[src/sv/lmfb_pkg.sv]
`timescale 1ns / 1ps
`default_nettype none
// ----------------------------------------------------------------------------
// LED matrix frame buffer - shared definitions
// Operation codes, result kinds, field widths and the control/status bundles
// passed between the controller and the datapath.
// ----------------------------------------------------------------------------
package lmfb_pkg;

    // Fixed field widths
    localparam int OP_W     = 4;
    localparam int IDX_W    = 3;
    localparam int BYTE_W   = 8;
    localparam int BMP_W    = 16;
    localparam int KIND_W   = 2;
    localparam int ADDR_W   = 4;
    localparam int FRAME_SLOTS = 8;

    // Operation codes
    localparam logic [OP_W-1:0] OP_SET_PIXEL   = 4'd0;
    localparam logic [OP_W-1:0] OP_TOGGLE      = 4'd1;
    localparam logic [OP_W-1:0] OP_READ_PIXEL  = 4'd2;
    localparam logic [OP_W-1:0] OP_WRITE_ROW   = 4'd3;
    localparam logic [OP_W-1:0] OP_READ_ROW    = 4'd4;
    localparam logic [OP_W-1:0] OP_WRITE_COL   = 4'd5;
    localparam logic [OP_W-1:0] OP_FILL        = 4'd6;
    localparam logic [OP_W-1:0] OP_SCROLL      = 4'd7;
    localparam logic [OP_W-1:0] OP_DRAW_BITMAP = 4'd8;

    // Result kinds
    localparam logic [KIND_W-1:0] KIND_PIXEL = 2'd0;
    localparam logic [KIND_W-1:0] KIND_ROW   = 2'd1;
    localparam logic [KIND_W-1:0] KIND_RAM   = 2'd2;

    // Controller -> datapath
    typedef struct packed {
        logic exec;         // apply the accepted item's operation
        logic flush_start;  // restart the display RAM address
        logic flush_emit;   // load the next display RAM byte
    } lmfb_cmd_t;

    // Datapath -> controller
    typedef struct packed {
        logic out_free;     // output register can take an item this cycle
        logic flush_last;   // current display RAM address is the final one
    } lmfb_status_t;

endpackage : lmfb_pkg
`default_nettype wire

[src/sv/led_matrix_frame_buffer_unit.sv]
`timescale 1ns / 1ps
`default_nettype none
// ----------------------------------------------------------------------------
// LED matrix frame buffer unit
// 8x8 one-bit pixel frame with drawing, read-back and display RAM flush.
// ----------------------------------------------------------------------------
// Each item is one operation on a register frame of ROW_COUNT rows, cleared at
// reset. After a drawing or read operation the next item can be accepted the
// cycle after, as long as the output register is free (a read result not yet
// taken holds off the input). A flush item emits 2*ROW_COUNT display RAM
// bytes, one per cycle that the output side accepts; the flush sequencer reads
// one frame row per byte pair. The final result of every read or flush item
// carries m_tlast.
module led_matrix_frame_buffer_unit #(
    parameter int ROW_COUNT = 8
) (
    input  wire logic        aclk,
    input  wire logic        aresetn,
    // input items
    input  wire logic        s_tvalid,
    output logic             s_tready,
    input  wire logic [31:0] s_tdata,   // row_index[2:0], col_index[5:3],
                                        // byte_value[13:6], bitmap_bits[29:14]
    input  wire logic [4:0]  s_tuser,   // operation[3:0], flush_request[4]
    // result items
    output logic             m_tvalid,
    input  wire logic        m_tready,
    output logic [15:0]      m_tdata,   // ram_address[3:0], data_byte[11:4]
    output logic [1:0]       m_tuser,   // result_kind[1:0]
    output logic             m_tlast    // last_of_run
);
    import lmfb_pkg::*;

    localparam logic [ADDR_W-1:0] LAST_ADDR = ADDR_W'(2 * ROW_COUNT - 1);

    lmfb_cmd_t    cmd;
    lmfb_status_t status;

    logic [ADDR_W-1:0] ram_address;
    logic [BYTE_W-1:0] data_byte;

    lmfb_ctrl u_ctrl (
        .aclk          (aclk),
        .aresetn       (aresetn),
        .s_tvalid      (s_tvalid),
        .s_tready      (s_tready),
        .flush_request (s_tuser[4]),
        .status        (status),
        .cmd           (cmd)
    );

    lmfb_datapath #(
        .ROW_COUNT (ROW_COUNT)
    ) u_datapath (
        .aclk        (aclk),
        .aresetn     (aresetn),
        .cmd         (cmd),
        .status      (status),
        .operation   (s_tuser[3:0]),
        .row_index   (s_tdata[2:0]),
        .col_index   (s_tdata[5:3]),
        .byte_value  (s_tdata[13:6]),
        .bitmap_bits (s_tdata[29:14]),
        .m_tready    (m_tready),
        .m_tvalid    (m_tvalid),
        .result_kind (m_tuser),
        .ram_address (ram_address),
        .data_byte   (data_byte),
        .last_of_run (m_tlast)
    );

    // Pack result fields
    assign m_tdata = {4'b0000, data_byte, ram_address};

`ifndef SYNTHESIS
    // An item and a flush byte never compete for the output register
    a_no_overlap: assert property (@(posedge aclk) disable iff (!aresetn)
        !(cmd.exec && (cmd.flush_emit || cmd.flush_start)))
        else $error("item executed during flush");

    // A flush ends on the final display RAM address
    a_flush_end: assert property (@(posedge aclk) disable iff (!aresetn)
        (m_tvalid && m_tlast && (m_tuser == KIND_RAM)) |-> (ram_address == LAST_ADDR))
        else $error("flush ended at wrong address");

    // A read item yields a single final result in the next cycle
    a_read_result: assert property (@(posedge aclk) disable iff (!aresetn)
        (s_tvalid && s_tready && !s_tuser[4] &&
         ((s_tuser[3:0] == OP_READ_PIXEL) || (s_tuser[3:0] == OP_READ_ROW)))
        |=> (m_tvalid && m_tlast && (ram_address == '0)))
        else $error("read result missing");
`endif

endmodule : led_matrix_frame_buffer_unit
`default_nettype wire

[src/sv/lmfb_ctrl.sv]
`timescale 1ns / 1ps
`default_nettype none
// ----------------------------------------------------------------------------
// LED matrix frame buffer - controller
// Accepts items while idle and sequences the display RAM flush one byte per
// free output slot.
// ----------------------------------------------------------------------------
module lmfb_ctrl (
    input  wire logic                  aclk,
    input  wire logic                  aresetn,
    input  wire logic                  s_tvalid,
    output logic                       s_tready,
    input  wire logic                  flush_request,
    input  wire lmfb_pkg::lmfb_status_t status,
    output lmfb_pkg::lmfb_cmd_t        cmd
);
    import lmfb_pkg::*;

    typedef enum logic [0:0] {
        ST_IDLE,
        ST_FLUSH
    } state_t;

    state_t state_reg, state_next;
    logic   accept;

    // Input handshake and next-state logic
    always_comb begin
        s_tready         = (state_reg == ST_IDLE) && status.out_free;
        accept           = s_tvalid && s_tready;
        cmd.exec         = 1'b0;
        cmd.flush_start  = 1'b0;
        cmd.flush_emit   = 1'b0;
        state_next       = state_reg;
        unique case (state_reg)
            ST_IDLE: begin
                if (accept) begin
                    if (flush_request) begin
                        cmd.flush_start = 1'b1;
                        state_next      = ST_FLUSH;
                    end else begin
                        cmd.exec = 1'b1;
                    end
                end
            end
            ST_FLUSH: begin
                if (status.out_free) begin
                    cmd.flush_emit = 1'b1;
                    if (status.flush_last) begin
                        state_next = ST_IDLE;
                    end
                end
            end
            default: state_next = ST_IDLE;
        endcase
    end

    // State register
    always_ff @(posedge aclk) begin
        if (!aresetn) begin
            state_reg <= ST_IDLE;
        end else begin
            state_reg <= state_next;
        end
    end

endmodule : lmfb_ctrl
`default_nettype wire

[src/sv/lmfb_datapath.sv]
`timescale 1ns / 1ps
`default_nettype none
// ----------------------------------------------------------------------------
// LED matrix frame buffer - datapath
// Pixel frame registers with per-row update logic, the flush address counter
// and the output register.
// ----------------------------------------------------------------------------
module lmfb_datapath #(
    parameter int ROW_COUNT = 8
) (
    input  wire logic                          aclk,
    input  wire logic                          aresetn,
    input  wire lmfb_pkg::lmfb_cmd_t           cmd,
    output lmfb_pkg::lmfb_status_t             status,
    input  wire logic [lmfb_pkg::OP_W-1:0]     operation,
    input  wire logic [lmfb_pkg::IDX_W-1:0]    row_index,
    input  wire logic [lmfb_pkg::IDX_W-1:0]    col_index,
    input  wire logic [lmfb_pkg::BYTE_W-1:0]   byte_value,
    input  wire logic [lmfb_pkg::BMP_W-1:0]    bitmap_bits,
    input  wire logic                          m_tready,
    output logic                               m_tvalid,
    output logic [lmfb_pkg::KIND_W-1:0]        result_kind,
    output logic [lmfb_pkg::ADDR_W-1:0]        ram_address,
    output logic [lmfb_pkg::BYTE_W-1:0]        data_byte,
    output logic                               last_of_run
);
    import lmfb_pkg::*;

    localparam logic [ADDR_W-1:0] LAST_ADDR = ADDR_W'(2 * ROW_COUNT - 1);

    logic [BYTE_W-1:0] frame [FRAME_SLOTS];

    logic [ADDR_W-1:0] addr_reg, addr_next;
    logic              valid_reg, valid_next;
    logic [KIND_W-1:0] kind_reg, kind_next;
    logic [ADDR_W-1:0] oaddr_reg, oaddr_next;
    logic [BYTE_W-1:0] data_reg, data_next;
    logic              last_reg, last_next;

    logic [BYTE_W-1:0] sel_row;
    logic [BYTE_W-1:0] flush_row;
    logic [BYTE_W-1:0] flush_byte;

    // Frame rows: one register per row inside the frame, zero beyond it
    for (genvar r = 0; r < FRAME_SLOTS; r++) begin : g_row
        if (r < ROW_COUNT) begin : g_live
            logic [BYTE_W-1:0] row_reg, row_next;
            logic [IDX_W-1:0]  dr;
            logic [IDX_W-1:0]  dc;
            logic [3:0]        nib;
            logic              hit;

            always_comb begin
                row_next = row_reg;
                hit      = (row_index == IDX_W'(r));
                dr       = IDX_W'(r) - row_index;
                nib      = bitmap_bits[{dr[1:0], 2'b00} +: 4];
                dc       = '0;
                if (cmd.exec) begin
                    case (operation)
                        OP_SET_PIXEL:  if (hit) row_next[col_index] = byte_value[0];
                        OP_TOGGLE:     if (hit) row_next[col_index] = ~row_reg[col_index];
                        OP_WRITE_ROW:  if (hit) row_next = byte_value;
                        OP_WRITE_COL:  row_next[col_index] = byte_value[r];
                        OP_FILL:       row_next = {BYTE_W{byte_value[0]}};
                        OP_SCROLL:     row_next = {byte_value[r], row_reg[BYTE_W-1:1]};
                        OP_DRAW_BITMAP: begin
                            // clipped 4x4 stamp; rows past the frame do not exist
                            if ((IDX_W'(r) >= row_index) && (dr < IDX_W'(4))) begin
                                for (int c = 0; c < BYTE_W; c++) begin
                                    dc = IDX_W'(c) - col_index;
                                    if ((IDX_W'(c) >= col_index) && (dc < IDX_W'(4))) begin
                                        row_next[c] = nib[dc[1:0]];
                                    end
                                end
                            end
                        end
                        default: row_next = row_reg;
                    endcase
                end
            end

            always_ff @(posedge aclk) begin
                if (!aresetn) begin
                    row_reg <= '0;
                end else begin
                    row_reg <= row_next;
                end
            end

            assign frame[r] = row_reg;
        end else begin : g_void
            assign frame[r] = '0;
        end
    end

    // Read selection and display RAM byte (row rotated right by one, odd: zero)
    assign sel_row    = frame[row_index];
    assign flush_row  = frame[addr_reg[ADDR_W-1:1]];
    assign flush_byte = addr_reg[0] ? '0 : {flush_row[0], flush_row[BYTE_W-1:1]};

    assign status.out_free   = !valid_reg || m_tready;
    assign status.flush_last = (addr_reg == LAST_ADDR);

    // Flush address counter and output register
    always_comb begin
        addr_next  = addr_reg;
        valid_next = valid_reg && !m_tready;
        kind_next  = kind_reg;
        oaddr_next = oaddr_reg;
        data_next  = data_reg;
        last_next  = last_reg;
        if (cmd.flush_start) begin
            addr_next = '0;
        end
        if (cmd.flush_emit) begin
            addr_next  = addr_reg + ADDR_W'(1);
            valid_next = 1'b1;
            kind_next  = KIND_RAM;
            oaddr_next = addr_reg;
            data_next  = flush_byte;
            last_next  = status.flush_last;
        end
        if (cmd.exec) begin
            case (operation)
                OP_READ_PIXEL: begin
                    valid_next = 1'b1;
                    kind_next  = KIND_PIXEL;
                    oaddr_next = '0;
                    data_next  = BYTE_W'(sel_row[col_index]);
                    last_next  = 1'b1;
                end
                OP_READ_ROW: begin
                    valid_next = 1'b1;
                    kind_next  = KIND_ROW;
                    oaddr_next = '0;
                    data_next  = sel_row;
                    last_next  = 1'b1;
                end
                default: ;
            endcase
        end
    end

    always_ff @(posedge aclk) begin
        if (!aresetn) begin
            valid_reg <= 1'b0;
            addr_reg  <= '0;
        end else begin
            valid_reg <= valid_next;
            addr_reg  <= addr_next;
        end
        kind_reg  <= kind_next;
        oaddr_reg <= oaddr_next;
        data_reg  <= data_next;
        last_reg  <= last_next;
    end

    assign m_tvalid    = valid_reg;
    assign result_kind = kind_reg;
    assign ram_address = oaddr_reg;
    assign data_byte   = data_reg;
    assign last_of_run = last_reg;

endmodule : lmfb_datapath
`default_nettype wire

[config.mk]
export PLATFORM = sky130hd
export DESIGN_NAME = led_matrix_frame_buffer_unit
export DESIGN_NICKNAME = d
export VERILOG_FILES = /design/src/sv/lmfb_pkg.sv /design/src/sv/led_matrix_frame_buffer_unit.sv /design/src/sv/lmfb_ctrl.sv /design/src/sv/lmfb_datapath.sv
export SDC_FILE = /design/constraint.sdc
export NUM_CORES = 1
export LEC_CHECK = 0
export BUFFER_PORTS_ARGS = -buffer_cell sky130_fd_sc_hd__buf_2
export CAP_MARGIN = 20
export CORE_MARGIN = 5
export CORE_UTILIZATION = 58
export CTS_BUF_LIST = sky130_fd_sc_hd__clkbuf_4
export DETAILED_ROUTE_END_ITERATION = 7
export PLACE_DENSITY = 0.81
export SLEW_MARGIN = 10
export SYNTH_ARGS = -nofsm -noshare
export SYNTH_HDL_FRONTEND = slang
export SYNTH_SLANG_ARGS = --single-unit
[constraint.sdc]
create_clock -name aclk -period 3 [get_ports aclk]
set_input_delay 0.45 -clock aclk [delete_from_list [all_inputs] [get_ports aclk]]
set_output_delay 0.45 -clock aclk [all_outputs]
set_load 0.03 [all_outputs]
==> results.cfg <==
[sta]
relSlewSlack_pct = 51.9
period_share_pct = 78.5
finalSetupViolations = 0
skew_ns = 0.0163
report.final.slew_viol_count = 0
hold_viol_final = 0
rsz0062_at_grt = no
worst_slew_pin_slew_ns = 0.722
fmax_ghz = 0.424
timing.setup.tns_ns = 0
min_period_ns = 2.36

[outcome]
violations = design-rule violations
outcome = finished, violations left

[cells_and_area]
final_util_pct = 64.9
num_antenna_cells = 0
syn_to_final_growth_pct = 10.8
drive_gt1_share_pct = 26.7
ff_latch_area_um2 = 1700
multi_input_area_um2 = 6990
fin_nets = 1160
nFillCells = 1349

[floorplan]
dieHeight_um = 136
core_area_um2 = 15700
row_count = 46
io_pins = 62
die_w_um = 136
start_util_pct = 58.6
dieArea_um2 = 18500

[global_routing]
grt_max_degree = 48
met2_usage_pct = 66.7
grtUsageMet3_pct = 15.7
grt_pass1_vias = 9843
grt_busiest_layer = met2
antenna_found_initial = 0
overflow = 0
grt_pass1_wl_mm = 61.4
track_usage_pct = 44.5
met1_usage_pct = 56.8

[route]
vias_per_cell = 7.94
post_drt_wl_per_cell_um = 31.4
vias = 10500
totalWireLength_mm = 41.5
ant_nets = 0
drt-pass1-iter-count = 8
initialDrtViolationCount = 1901
route.detailed.drc = 1

[clock_network]
clkLatencyLatePin_ns = 0.51
cts_buffers = 9
hold_buffers = 0
clkTransAtPathRegs_ns = 0.16
cts_resized = 0
ctsLongestPathBuffers = 2
htree_levels = 3
cts_root_buf = clkbuf_4
post_cts_buffers = 0
cts_sinks = 85
cts_tree = done

[synth]
syn_area_um2 = 9210
synth_area_leader_cell = dfxtp_1
yosysWarnings = 0
synth_area_leaders = dfxtp_1, mux4_2, mux2i_1
synth.distinct_cells = 80
synth_edf_count = 0
ys_async_sr_fraction_pct = 0
synthTopCellsByCount = a21oi_1, nor2_1, nand2_1
synth.most_common_cell = a21oi_1
syn_avg_cell_area_um2 = 8.94
yosysTopAreaCellShare_pct = 18.5
synth_ff_type = dfxtp_1
ys_seq_area_share_pct = 18.5
syn_inst = 1030
ys_seq_elements = 85

[worst_hold_path]
hold-path-cell-count = 3
min_path_type = in2reg
min_from = aresetn

[worst_setup_path]
path_cells = nor2b_1 -> or4b_1 -> a211oi_2 -> and2_1 -> a21oi_1 -> a311oi_1
worst_r2r_path_depth = 6
max_stage_delay_ns = 0.67
crit_path_start_kind = flip-flop
reg2reg_slack_ns = 0.64
slowest_stage = or4b_1
crit_fanout = 7
crit_buf_inv = 0
critPathTopFamily = simple AND/OR/NAND/NOR gates
end_kind = flip-flop
arrival_ns = 2.77
critPathKind = reg2reg
r2r-start = u_datapath.m_tvalid$_SDFF_PN0_
cp.required_ns = 3.41

[flow_run]
maxCapViolations = 0

[pwr]
leakage_nw = 3.68
p_per_area_nw_per_um2 = 314
ir_drop_mv = 0.294

[placed_design]
port_buffers = 55
hpwlAfterDp_mm = 30.5
gp_congestion = 1.08
[kinds of logic after synthesis]
logic type	synth area share, %
simple gates	15.2
xor+xnor	0.0951
compound gates	31.8
buf+inv	5.79
fa+ha+maj	2.72
mux	26.0
flops	18.5
other cells	0.0407
[through the flow]
| stage | worst slack [ns] | total power [mW] | instance area [µm²] | hold WS, ns | instances |
|---|---|---|---|---|---|
| 3_3_place_gp | 0.289 | 2.25 | 10000 | 0.437 | 1304 |
| 5_1_grt | 0.570 | 3.29 | 10200 | 0.379 | 1320 |
| 6_report | 0.644 | 3.20 | 10200 | 0.375 | 1320 |
| 2_1_floorplan | 0.0577 | 1.92 | 9240 | 0.475 | 1033 |
| 3_5_place_dp | 0.218 | 2.27 | 10000 | 0.443 | 1304 |
| 4_1_cts | 0.724 | 3.14 | 10200 | 0.367 | 1320 |
[per-layer routing]
layer,vias to the layer above,routed length [µm]
met5,-,0
li1,4301,-
met2,1025,17500
met3,240,6770
met1,4914,14400
met4,0,2820
[worst max-delay path by stage]
stage | from | end | slack, ns | depth (start not counted)
after detailed placement | s_tdata[0] | flip-flop | 0.22 | 9
after global placement | s_tdata[0] | flip-flop | 0.29 | 9
after CTS | u_datapath.m_tvalid$_SDFF_PN0_ | flip-flop | 0.72 | 6
after global routing | u_datapath.m_tvalid$_SDFF_PN0_ | flip-flop | 0.57 | 6
after floorplan | s_tdata[0] | flip-flop | 0.06 | 12
final | u_datapath.m_tvalid$_SDFF_PN0_ | flip-flop | 0.64 | 6
[where the power goes]
part | total, mW | internal (mW) | switching, mW | leakage, nW
Combinational | 1.07 | 0.403 | 0.665 | 2.89
Sequential | 1.23 | 1.17 | 0.0641 | 0.688
Clock | 0.905 | 0.431 | 0.474 | 0.0982
[cells in the final DEF, fill, tap and decap left out, types with 8 or more instances in the layout]
master,synthesis,final
nor2b_1,9,9
o21ai_0,38,38
dfxtp_1,85,85
clkbuf_4,0,10
a31o_2,9,9
a211oi_1,14,14
buf_2,39,55
nand2_1,87,87
nor3_1,9,9
nor2_2,8,8
a221oi_1,39,39
mux2i_1,57,57
ha_1,20,20
a22o_1,23,23
a21oi_1,98,98
mux4_2,63,63
mux2_2,18,18
a311oi_1,32,32
inv_1,12,12
nand3_1,11,11
a31oi_1,15,15
a22oi_1,14,14
nor2_1,91,91
o22ai_1,21,21
and2_1,12,12
buf_4,10,85
[area by class of cell]
| type | count | area share, % |
|---|---|---|
| Multi-Input combinational cell | 843 | 68.5 |
| Clock buffer | 10 | 0.736 |
| Inverter | 16 | 0.613 |
| Tap cell | 216 | 2.65 |
| Sequential cell | 85 | 16.7 |
| Timing Repair Buffer | 144 | 9.74 |
| Clock inverter | 6 | 1.09 |
[worst min-delay path: cells and delay by family]
family | cells | cell delay [ns]
AO/OA/AOI/OAI | 1 | 0.07
buffers and inverters | 2 | 0.33
No activity file was read; power rests on OpenSTA's default activity.
